<file path="src/sv/msd_pkg.sv">
// Shared constants, types and helper functions for the Morse stream decoder.
// Depends on nothing; msd_walk and the top level refer to it by scoped names.
package msd_pkg;

  localparam int TABLE_DEPTH = 64;
  localparam int TABLE_AW    = $clog2(TABLE_DEPTH);
  localparam int CHAR_W      = 8;

  // Longest code that a walk may follow before it is marked as overflowed.
  localparam logic [2:0] MAX_SYMBOLS   = 3'd5;
  // Longest code that a table write may carry.
  localparam logic [2:0] ENTRY_MAX_LEN = 3'd5;

  localparam logic [CHAR_W-1:0] CH_UNKNOWN = 8'h3F;
  localparam logic [CHAR_W-1:0] CH_DOT     = 8'h2E;
  localparam logic [CHAR_W-1:0] CH_DASH    = 8'h2D;
  localparam logic [CHAR_W-1:0] CH_SLASH   = 8'h2F;
  localparam logic [CHAR_W-1:0] CH_SPACE   = 8'h20;

  localparam logic KIND_STREAM = 1'b0;
  localparam logic KIND_WRITE  = 1'b1;

  localparam logic [TABLE_AW-1:0] ROOT_NODE = TABLE_AW'(1);

  // Table access and result request produced by the walk unit for one beat.
  typedef struct packed {
    logic                rd_en;
    logic [TABLE_AW-1:0] rd_addr;
    logic                wr_en;
    logic [TABLE_AW-1:0] wr_addr;
    logic [CHAR_W-1:0]   wr_data;
    logic                res_valid;
    logic                res_from_table;
    logic [CHAR_W-1:0]   res_char;
  } msd_req_t;

  // Heap index of a code path: a leading one followed by the len low path bits.
  function automatic logic [TABLE_AW-1:0] entry_index(input logic [2:0] len,
                                                       input logic [4:0] path);
    logic [TABLE_AW-1:0] lead;
    logic [TABLE_AW-1:0] mask;
    lead = TABLE_AW'(1) << len;
    mask = lead - TABLE_AW'(1);
    return lead | (TABLE_AW'(path) & mask);
  endfunction

endpackage

</file>
<file path="src/sv/msd_ram.sv">
// Generic simple dual-port RAM with one write port and one registered read port.
// Stands alone; the read data holds its value while no read is enabled.
module msd_ram #(
  parameter int WIDTH = 8,
  parameter int DEPTH = 64
) (
  input  logic                     clk,
  input  logic                     we,
  input  logic [$clog2(DEPTH)-1:0] waddr,
  input  logic [WIDTH-1:0]         wdata,
  input  logic                     re,
  input  logic [$clog2(DEPTH)-1:0] raddr,
  output logic [WIDTH-1:0]         rdata
);

  logic [WIDTH-1:0] mem_r [DEPTH];
  logic [WIDTH-1:0] rdata_r;

  always_ff @(posedge clk) begin
    if (we) begin
      mem_r[waddr] <= wdata;
    end
    if (re) begin
      rdata_r <= mem_r[raddr];
    end
  end

  assign rdata = rdata_r;

endmodule

</file>
<file path="src/sv/msd_walk.sv">
// Walk state of the code tree and decode of one input beat into table and result requests.
// Depends on msd_pkg for character codes, limits and the request struct.
module msd_walk (
  input  logic                  clk,
  input  logic                  rst_n,
  input  logic                  take,
  input  logic                  kind,
  input  logic [7:0]            ch,
  input  logic [7:0]            letter,
  input  logic [2:0]            len,
  input  logic [4:0]            path,
  output msd_pkg::msd_req_t     req
);

  logic [msd_pkg::TABLE_AW-1:0] node_index_r, node_index_nxt;
  logic                         walk_stopped_r, walk_stopped_nxt;
  logic                         walk_overflow_r, walk_overflow_nxt;
  logic [2:0]                   symbol_count_r, symbol_count_nxt;

  logic [msd_pkg::TABLE_AW:0]   next_node;
  logic                         is_symbol;
  logic                         too_deep;

  assign next_node = {node_index_r, (ch == msd_pkg::CH_DASH)};
  assign too_deep  = (symbol_count_r >= msd_pkg::MAX_SYMBOLS) ||
                     next_node[msd_pkg::TABLE_AW];

  always_comb begin
    node_index_nxt    = node_index_r;
    walk_stopped_nxt  = walk_stopped_r;
    walk_overflow_nxt = walk_overflow_r;
    symbol_count_nxt  = symbol_count_r;
    is_symbol         = 1'b0;

    req                = '0;
    req.rd_addr        = node_index_r;
    req.wr_addr        = msd_pkg::entry_index(len, path);
    req.wr_data        = letter;
    req.res_char       = msd_pkg::CH_UNKNOWN;

    if (kind == msd_pkg::KIND_WRITE) begin
      req.wr_en = (len <= msd_pkg::ENTRY_MAX_LEN);
    end else begin
      case (ch)
        msd_pkg::CH_DOT, msd_pkg::CH_DASH: begin
          is_symbol = 1'b1;
        end
        msd_pkg::CH_SPACE: begin
          // Emit the letter reached, then restart at the root.
          req.res_valid      = 1'b1;
          req.res_from_table = !walk_overflow_r;
          req.rd_en          = !walk_overflow_r;
          node_index_nxt     = msd_pkg::ROOT_NODE;
          walk_stopped_nxt   = 1'b0;
          walk_overflow_nxt  = 1'b0;
          symbol_count_nxt   = 3'd0;
        end
        msd_pkg::CH_SLASH: begin
          req.res_valid = 1'b1;
          req.res_char  = msd_pkg::CH_SPACE;
        end
        default: begin
          walk_stopped_nxt = 1'b1;
        end
      endcase
    end

    if (is_symbol && !walk_stopped_r && !walk_overflow_r) begin
      if (too_deep) begin
        walk_overflow_nxt = 1'b1;
      end else begin
        node_index_nxt   = next_node[msd_pkg::TABLE_AW-1:0];
        symbol_count_nxt = symbol_count_r + 3'd1;
      end
    end
  end

  always_ff @(posedge clk) begin
    if (!rst_n) begin
      node_index_r    <= msd_pkg::ROOT_NODE;
      walk_stopped_r  <= 1'b0;
      walk_overflow_r <= 1'b0;
      symbol_count_r  <= 3'd0;
    end else if (take) begin
      node_index_r    <= node_index_nxt;
      walk_stopped_r  <= walk_stopped_nxt;
      walk_overflow_r <= walk_overflow_nxt;
      symbol_count_r  <= symbol_count_nxt;
    end
  end

  // The leading one of the node index always sits at the depth that was walked.
  a_node_depth: assert property (@(posedge clk) disable iff (!rst_n)
    (node_index_r >> symbol_count_r) == msd_pkg::TABLE_AW'(1))
    else $error("node index does not match the symbol count");

  // A walk never goes deeper than the symbol limit.
  a_count_limit: assert property (@(posedge clk) disable iff (!rst_n)
    take && is_symbol |=> symbol_count_r <= msd_pkg::MAX_SYMBOLS)
    else $error("symbol count passed the limit");

endmodule

</file>
<file path="src/sv/morse_stream_decoder.sv">
// Top level of the Morse stream decoder: walk unit, letter table and result stages.
// Depends on msd_pkg, msd_ram and msd_walk.
//
//   channel   direction  handshake           payload
//   input     in         in_valid/in_ready   in_kind, in_char, in_entry_letter,
//                                            in_entry_length, in_entry_path
//   result    out        out_valid/out_ready out_char
//
// One beat is accepted per cycle while in_ready is high. A space or slash passes
// through the table read stage, then the output register; other beats give none.
// Reset (rst_n, synchronous) returns the walk to the root and clears the valid
// bits of the table, so every entry reads as '?' until it is written.
// While a result waits at the output, one more result may sit in the read stage;
// input is held off only when both are full and out_ready is low.
module morse_stream_decoder (
  input  logic       clk,
  input  logic       rst_n,
  input  logic       in_valid,
  output logic       in_ready,
  input  logic       in_kind,
  input  logic [7:0] in_char,
  input  logic [7:0] in_entry_letter,
  input  logic [2:0] in_entry_length,
  input  logic [4:0] in_entry_path,
  output logic       out_valid,
  input  logic       out_ready,
  output logic [7:0] out_char
);

  msd_pkg::msd_req_t req;

  logic accept;
  logic s1_free;
  logic s1_move;

  logic [msd_pkg::TABLE_DEPTH-1:0] entry_valid_r;
  logic [msd_pkg::CHAR_W-1:0]      ram_rdata;

  // Read stage: holds a pending result while the table read completes.
  logic                       s1_valid_r;
  logic                       s1_use_ram_r;
  logic [msd_pkg::CHAR_W-1:0] s1_char_r;

  logic                       out_valid_r;
  logic [msd_pkg::CHAR_W-1:0] out_char_r;

  // The read stage can take a beat when it is empty or drains into the output
  // register this cycle.
  assign s1_move  = s1_valid_r && (!out_valid_r || out_ready);
  assign s1_free  = !s1_valid_r || !out_valid_r || out_ready;
  assign in_ready = s1_free;
  assign accept   = in_valid && in_ready;

  msd_walk u_walk (
    .clk    (clk),
    .rst_n  (rst_n),
    .take   (accept),
    .kind   (in_kind),
    .ch     (in_char),
    .letter (in_entry_letter),
    .len    (in_entry_length),
    .path   (in_entry_path),
    .req    (req)
  );

  // The read is issued only on an accepted beat, so the read data holds while a
  // result is parked in the read stage.
  msd_ram #(
    .WIDTH (msd_pkg::CHAR_W),
    .DEPTH (msd_pkg::TABLE_DEPTH)
  ) u_table (
    .clk   (clk),
    .we    (accept && req.wr_en),
    .waddr (req.wr_addr),
    .wdata (req.wr_data),
    .re    (accept && req.rd_en),
    .raddr (req.rd_addr),
    .rdata (ram_rdata)
  );

  // An entry that was never written reads as '?'.
  always_ff @(posedge clk) begin
    if (!rst_n) begin
      entry_valid_r <= '0;
    end else if (accept && req.wr_en) begin
      entry_valid_r[req.wr_addr] <= 1'b1;
    end
  end

  always_ff @(posedge clk) begin
    if (!rst_n) begin
      s1_valid_r <= 1'b0;
    end else if (accept && req.res_valid) begin
      s1_valid_r <= 1'b1;
    end else if (s1_move) begin
      s1_valid_r <= 1'b0;
    end
  end

  always_ff @(posedge clk) begin
    if (accept && req.res_valid) begin
      s1_use_ram_r <= req.res_from_table && entry_valid_r[req.rd_addr];
      s1_char_r    <= req.res_char;
    end
  end

  always_ff @(posedge clk) begin
    if (!rst_n) begin
      out_valid_r <= 1'b0;
    end else if (s1_move) begin
      out_valid_r <= 1'b1;
    end else if (out_ready) begin
      out_valid_r <= 1'b0;
    end
  end

  always_ff @(posedge clk) begin
    if (s1_move) begin
      out_char_r <= s1_use_ram_r ? ram_rdata : s1_char_r;
    end
  end

  assign out_valid = out_valid_r;
  assign out_char  = out_char_r;

  // Every accepted space or slash lands in the read stage.
  a_result_staged: assert property (@(posedge clk) disable iff (!rst_n)
    accept && req.res_valid |=> s1_valid_r)
    else $error("accepted result beat did not reach the read stage");

  // Table read data holds while a result that needs it is parked.
  a_rdata_held: assert property (@(posedge clk) disable iff (!rst_n)
    s1_valid_r && s1_use_ram_r && !s1_move |=> $stable(ram_rdata))
    else $error("table read data changed under a parked result");

  // A table write never coincides with a table read.
  a_no_rw_clash: assert property (@(posedge clk) disable iff (!rst_n)
    accept |-> !(req.wr_en && req.rd_en))
    else $error("table read and write requested in one beat");

endmodule
</file>
<file path="config.mk">
export PLATFORM = sky130hd
export DESIGN_NAME = morse_stream_decoder
export DESIGN_NICKNAME = d
export VERILOG_FILES = /design/src/sv/msd_pkg.sv /design/src/sv/msd_ram.sv /design/src/sv/msd_walk.sv /design/src/sv/morse_stream_decoder.sv
export SDC_FILE = /design/constraint.sdc
export NUM_CORES = 1
export LEC_CHECK = 0
export ABC_AREA = 1
export BUFFER_PORTS_ARGS = -buffer_cell sky130_fd_sc_hd__buf_2
export CAP_MARGIN = 10
export CORE_UTILIZATION = 40
export DETAILED_ROUTE_END_ITERATION = 7
export PLACE_DENSITY = 0.59
export SETUP_SLACK_MARGIN = 0.5
export SYNTH_ARGS = -nofsm -noshare
export SYNTH_HDL_FRONTEND = slang
export SYNTH_SLANG_ARGS = --single-unit
</file>
<file path="constraint.sdc">
create_clock -name clk -period 1.9 [get_ports clk]
set_clock_uncertainty 0.2 [all_clocks]
set_input_delay 0.19 -clock clk [delete_from_list [all_inputs] [get_ports clk]]
set_output_delay 0.19 -clock clk [all_outputs]
set_load 0.01 [all_outputs]
</file>
==> results of run 1 <==
## cells in the mapped netlist (3+ instances only)
| cell type | instances | area [um^2] |
|---|---|---|
| nor3_1 | 3 | 15.0 |
| buf_1 | 12 | 45.0 |
| inv_1 | 102 | 383 |
| edfxtp_1 | 530 | 15900 |
| nand2_2 | 4 | 25.0 |
| nand2_1 | 650 | 2440 |
| buf_4 | 3 | 22.5 |
| o21ai_0 | 89 | 445 |
| nor2_2 | 7 | 43.8 |
| nand3_1 | 383 | 1920 |
| nor2_4 | 12 | 135 |
| o22ai_1 | 25 | 156 |
| nor2_1 | 220 | 826 |
| clkbuf_1 | 40 | 150 |
| buf_2 | 76 | 380 |
| a21oi_1 | 53 | 265 |
| dfxtp_1 | 77 | 1540 |
| o21ai_1 | 3 | 15.0 |
| inv_2 | 12 | 45.0 |
## state kept, by name (all words and copies together) (netlist names)
register,flops
entry_valid_r,64
u_walk.walk_overflow_r,1
out_valid,1
u_walk.walk_stopped_r,1
out_char,8
s1_char_r,1
u_table.mem_r,512
u_walk.symbol_count_r,3
u_walk.node_index_r,6
s1_valid_r,1
u_table.rdata,8
s1_use_ram_r,1
## cell type report
type	instances	area, um^2	share of cell area (%)
Clock buffer	96	1940	5.86
Clock inverter	23	245	0.740
Tap cell	837	1050	3.16
Inverter	116	828	2.50
Antenna cell	1	2.50	0.00755
Timing Repair Buffer	263	3350	10.1
Timing Repair inverter	45	347	1.05
Multi-Input combinational cell	1469	7910	23.9
Sequential cell	607	17500	52.7
## final timing paths
check                         from              endpoint
setup / recovery         out_valid  u_table.mem_r[26][6]
hold / removal          in_char[6]          s1_char_r[3]
setup reg to reg         out_valid  u_table.mem_r[26][6]
hold reg to reg   entry_valid_r[0]      entry_valid_r[0]
## cells by family (layout without fill, tap and decap cells)
family	Yosys count	count (layout)	share of synthesized area, %
AND/OR/NAND/NOR	1286	1287	21.9
flip-flops	607	607	70.2
buffers and inverters	247	543	4.16
AO/OA/AOI/OAI	171	171	3.58
adder cells (fa/ha/maj)	2	2	0.101
other	1	9	0.0151
XOR/XNOR	1	1	0.0352
## worst register-to-register path: cells and delay by family (launching register included)
kind | cells | cell delay (ns)
flops | 1 | 0.32
buf+inv | 6 | 0.62
simple gates | 7 | 0.71
## power breakdown
group	switching, uW	internal [uW]	leakage, uW
logic	620	258	0.00548
registers	17.1	14500	0.00540
clock network	5230	7790	0.00107
## timing repair
item	4_1_cts	5_1_grt
endpoints found under the setup margin	606	610
setup buffers	35	12
pin swaps	58	40
resized for setup	352	145
endpoints found under the hold margin	488	2
cloned	46	13
## cell usage in the layout (no fill, tap or decap), types with 23 or more instances in the layout
cell type,n
inv_8,31
buf_12,77
buf_6,24
inv_1,49
nor2_4,38
o22ai_1,23
nand2_8,42
nor2_1,187
clkinvlp_4,42
nand2_1,550
nand3_1,325
nand2_2,54
buf_2,38
dfxtp_1,71
clkbuf_16,73
a21oi_1,36
o21ai_1,55
buf_4,90
o21ai_0,33
nand3_2,58
edfxtp_1,530
## metal layers
metal / global-route usage, % / routed length, um
met5: 0 / 13
met4: 8.29 / 2310
met3: 4.83 / 5440
met2: 37.3 / 35600
met1: 31.0 / 30400
## metrics by stage
stage / instances / TNS, ns / instance area [um^2] / setup slack [ns]
after floorplan: 2322 / 0 / 25400 / 0.137
after global placement: 3216 / -80.42 / 27600 / -0.288
after detailed placement: 3216 / -72.78 / 27600 / -0.288
after CTS: 3431 / -14.74 / 32300 / -0.159
after global routing: 3456 / -52.65 / 33100 / -0.304
final: 3457 / -26.37 / 33100 / -0.245
==> results.toml, run 1 <==
[finish]
fillers = 5109
final_layout_size_suffix_gt1_share_pct = 26.8
final_util_pct = 53.8
syn2layout_area_growth_pct = 33.2
nets = 2599

[clock_tree]
ctsHoldBuffers = 15
cts_buffers = 66
h-tree-depth = 3
clkLatencyLatePin_ns = 0.62
clkSinkCount = 607
cts_buffer_depth = 3
cts_tree = "done"
root_buffer = "clkbuf_16"
clk_pin_slew_ns = 0.06

[critical_path]
end_kind = "flop"
crit_chain = "nand2_2 -> inv_2 -> nand2_4 -> nand2_4 -> nor2_4 -> buf_6 -> nand2_8 -> nor2_4 -> buf_6 -> buf_6 -> buf_6 -> nand2_8 -> clkinvlp_4"
ff2ff_path_depth = 13
path_buf_inv = 6
path_depth = 13
arrival_ns = 2.27
cp_slowest_cell = "dfxtp_2"
cp_max_fo = 4
crit_path_max_incr_delay_ns = 0.32
crit_path_frequent_cell = "buf_6"
path_class = "flop to flop"
r2r_setup_slack_ns = -0.24
required_ns = 2.03
startpoint_type = "flop"
crit_family = "simple AND/OR/NAND/NOR gates"

[sta]
worst_slack_ns = -0.245
worst_slew_pin_slew_ns = 0.632
fmax_mhz = 466
whs_ns = -0.0687
min_period_ns = 2.14
relSlewSlack_pct = 57.9
slew_violations = 0
period_share_pct = 113
rsz0062_at_grt = "true"
setup_viol = 408
hold_viol = 3

[die]
die_x_um = 251
coreArea_um2 = 61600
initial_utilization_pct = 40.4
die_area_um2 = 63200
io_pins = 39
rows = 91
dieHeight_um = 251

[grt]
overflow = 0
grt_antenna_before_repair = 1
grt_pass1_wl_mm = 109
grt_max_degree = 65
grt_pass1_vias = 17813
grtUsageTotal_pct = 23.2

[logic_synthesis]
ys_seq_area_share_pct = 70.2
synth_cells = 2315
netlist_area_um2 = 24900
synth_warnings = 0
ys_seq_elements = 607
synth_flop_cell = "edfxtp_1"
synth.distinct_cells = 30
synth_area_per_cell_um2 = 10.7
async_flop_share_pct = 0
synth_edf_count = 530

[status]
violations = "negative hold slack, negative setup slack"
status = "finished with violations"

[routing]
firstDrtPassIters = 5
totalWireLength_mm = 73.7
first_iter_violations = 1955
ant_nets = 0
vias = 18397
vias_per_cell = 5.32
avgRoutedWirePerCell_um = 21.3
drc = 0

[hold_path]
hp-class = "input pin to flop"
whs_path_depth = 7

[power_and_ir_drop]
power_uw = 28400
ir_drop_v = 0.000842
power_density_nw_per_um2 = 858
power.leakage_uw = 0.0119

[job]
maxCapViolCount = 0

[place]
routabilityCongestion = 0.907
numPortBuffers = 38
hpwlAfterDp_mm = 41.8
Note: power is estimated with default switching activity, not from simulation.
==> inputs of run 2 (changes only) <==
- PLACE_DENSITY: 0.59 -> 0.57
- clock period: 1.9 -> 2.4 ns (I/O delays scaled with it)
==> results.toml, run 2 (synthesis gave the netlist of run 1 again) <==
[routing]
first_iter_violations = 2087
totalWireLength_mm = 76.4
firstDrtPassIters = 5
dr_wl_met3_mm = 5.71
maxUsedRoutingLayer = "met4"
ant_nets = 0
drc = 0
avgRoutedWirePerCell_um = 22.4
dr_wl_met2_mm = 35.8
met1Wirelength_mm = 32.4
vias_per_cell = 5.41
vias = 18473

[finish]
syn2layout_area_growth_pct = 31.1
fillers = 5177
largest_reg_flops = 512
diodes = 0
final_layout_size_suffix_gt1_share_pct = 25.4
mostFrequentLayoutCells = "nand2_1 (553), edfxtp_1 (530), nand3_1 (316)"
nets = 2557
top_register = "u_table.mem_r"
top_regs = "u_table.mem_r: 512 flops, entry_valid_r: 64 flops"
final_common_cell = "nand2_1"

[clock_tree]
cts_buffers = 66
cts_buffer_depth = 3
cts_tree = "done"
root_buffer = "clkbuf_16"
clkSinkCount = 607
clkLatencyLatePin_ns = 0.62
h-tree-depth = 3
clk_pin_slew_ns = 0.06

[critical_path]
cp_slowest_cell = "dfxtp_4"
r2r_end = "u_table.rdata[3]"
crit_path_max_incr_delay_ns = 0.39
reg2reg_from = "u_walk.node_index_r[0]"
r2r_setup_slack_ns = 0.22
startpoint_type = "flop"
cp-startpoint = "u_walk.node_index_r[0]"
arrival_ns = 2.34
ff2ff_path_depth = 13
cp_max_fo = 7
crit_path_frequent_cell = "nand3_2"
crit_chain = "buf_12 -> inv_16 -> buf_16 -> buf_12 -> buf_16 -> nand2_2 -> nand3_2 -> nand3_2 -> nand2_1 -> nand2_1 -> nand3_2 -> nand3_2 -> nand2_2"
end_kind = "flop"
path_class = "flop to flop"
required_ns = 2.56
crit_path_end = "u_table.rdata[3]"

[sta]
fin_setup_tns_ns = 0
min_period_ns = 2.18
slew_violations = 0
setup_viol = 0
fmax_mhz = 459
period_share_pct = 90.7
relSlewSlack_pct = 41.9
worst_slew_pin_slew_ns = 0.871
hold_viol = 0
rsz0062_at_grt = "true"

[grt]
grt_antenna_before_repair = 0
overflow = 0
grt_pass1_wl_mm = 112
grtUsageTotal_pct = 23.8
grt_max_degree = 65
grt_pass1_vias = 17649

[die]
initial_utilization_pct = 40.4
coreArea_um2 = 61600
rows = 91
dieHeight_um = 251
io_pins = 39
die_area_um2 = 63200
die_x_um = 251

[power_and_ir_drop]
switching_power_uw = 4740
power.share.clock_pct = 45.3
ir_drop_v = 0.000602
power_density_nw_per_um2 = 687
swShare_pct = 21.2
p_comb_share_pct = 3.3
seqPwrFrac_pct = 51.4
power_uw = 22400
power.leakage_uw = 0.0116
p_int_uw = 17600

[job]
maxCapViolCount = 0

[place]
numPortBuffers = 38
hpwlAfterDp_mm = 42.3
routabilityCongestion = 0.861

[status]
status = "completed"

[hold_path]
whs_path_depth = 7
hp-class = "input pin to flop"
## run 2: cell type report
class	count	area, um^2	area share (%)
Clock buffer	92	1840	5.65
Clock inverter	29	300	0.921
Inverter	116	726	2.23
Multi-Input combinational cell	1468	7880	24.2
Sequential cell	607	17500	53.6
Tap cell	837	1050	3.21
Timing Repair Buffer	222	2990	9.18
Timing Repair inverter	45	338	1.04
## run 2: per-layer routing
metal  up-vias  GRT usage (%)
met1      9130           33.3
met3       133           3.11
met2       813           37.9
met5         -              0
li1       8397              -
met4         0           8.59
## run 2: worst min-delay path by stage
stage                                 from                      to
final                           in_char[6]            s1_char_r[3]
after floorplan                      rst_n  u_walk.node_index_r[0]
after CTS                         in_valid  u_walk.walk_overflow_r
after detailed placement  entry_valid_r[0]        entry_valid_r[0]
after global routing            in_char[6]            s1_char_r[3]
after global placement    entry_valid_r[0]        entry_valid_r[0]
## run 2: what timing repair did
item                                    4_1_cts  5_1_grt
cloned                                       47       23
buffers inserted                             35       21
pin swaps                                    75       63
endpoints found under the setup margin      575      591
hold endpoints to repair                    184        2
resized for setup                           346      259
hold buffers                                 19        1
## run 2: worst max-delay path, delay by kind of cell (launching register included)
family	cells	cell delay [ns]
buf+inv	5	0.62
flops	1	0.39
simple gates	8	0.68
## run 2: power by group through the flow
| stage | combinational, uW | clock (uW) | sequential, uW |
|---|---|---|---|
| 2_1_floorplan | 144 | 0 | 11700 |
| 5_1_grt | 773 | 10600 | 11500 |
| 6_report | 744 | 10100 | 11500 |
| 3_5_place_dp | 572 | 0 | 11700 |
| 4_1_cts | 661 | 10300 | 11500 |
| 3_3_place_gp | 572 | 0 | 11700 |
## run 2: stage by stage
step	std cells	area, um^2	setup WS [ns]	hold WS, ns	util (%)
6_report	3416	32600	0.222	0.0544	52.9
5_1_grt	3416	32600	0.143	0.0929	52.9
4_1_cts	3372	31100	0.253	-0.0595	50.5
3_5_place_dp	3150	26800	-0.0234	0.223	43.4
3_3_place_gp	3150	26800	-0.0267	0.219	43.4
2_1_floorplan	2322	24900	0.374	0.109	-
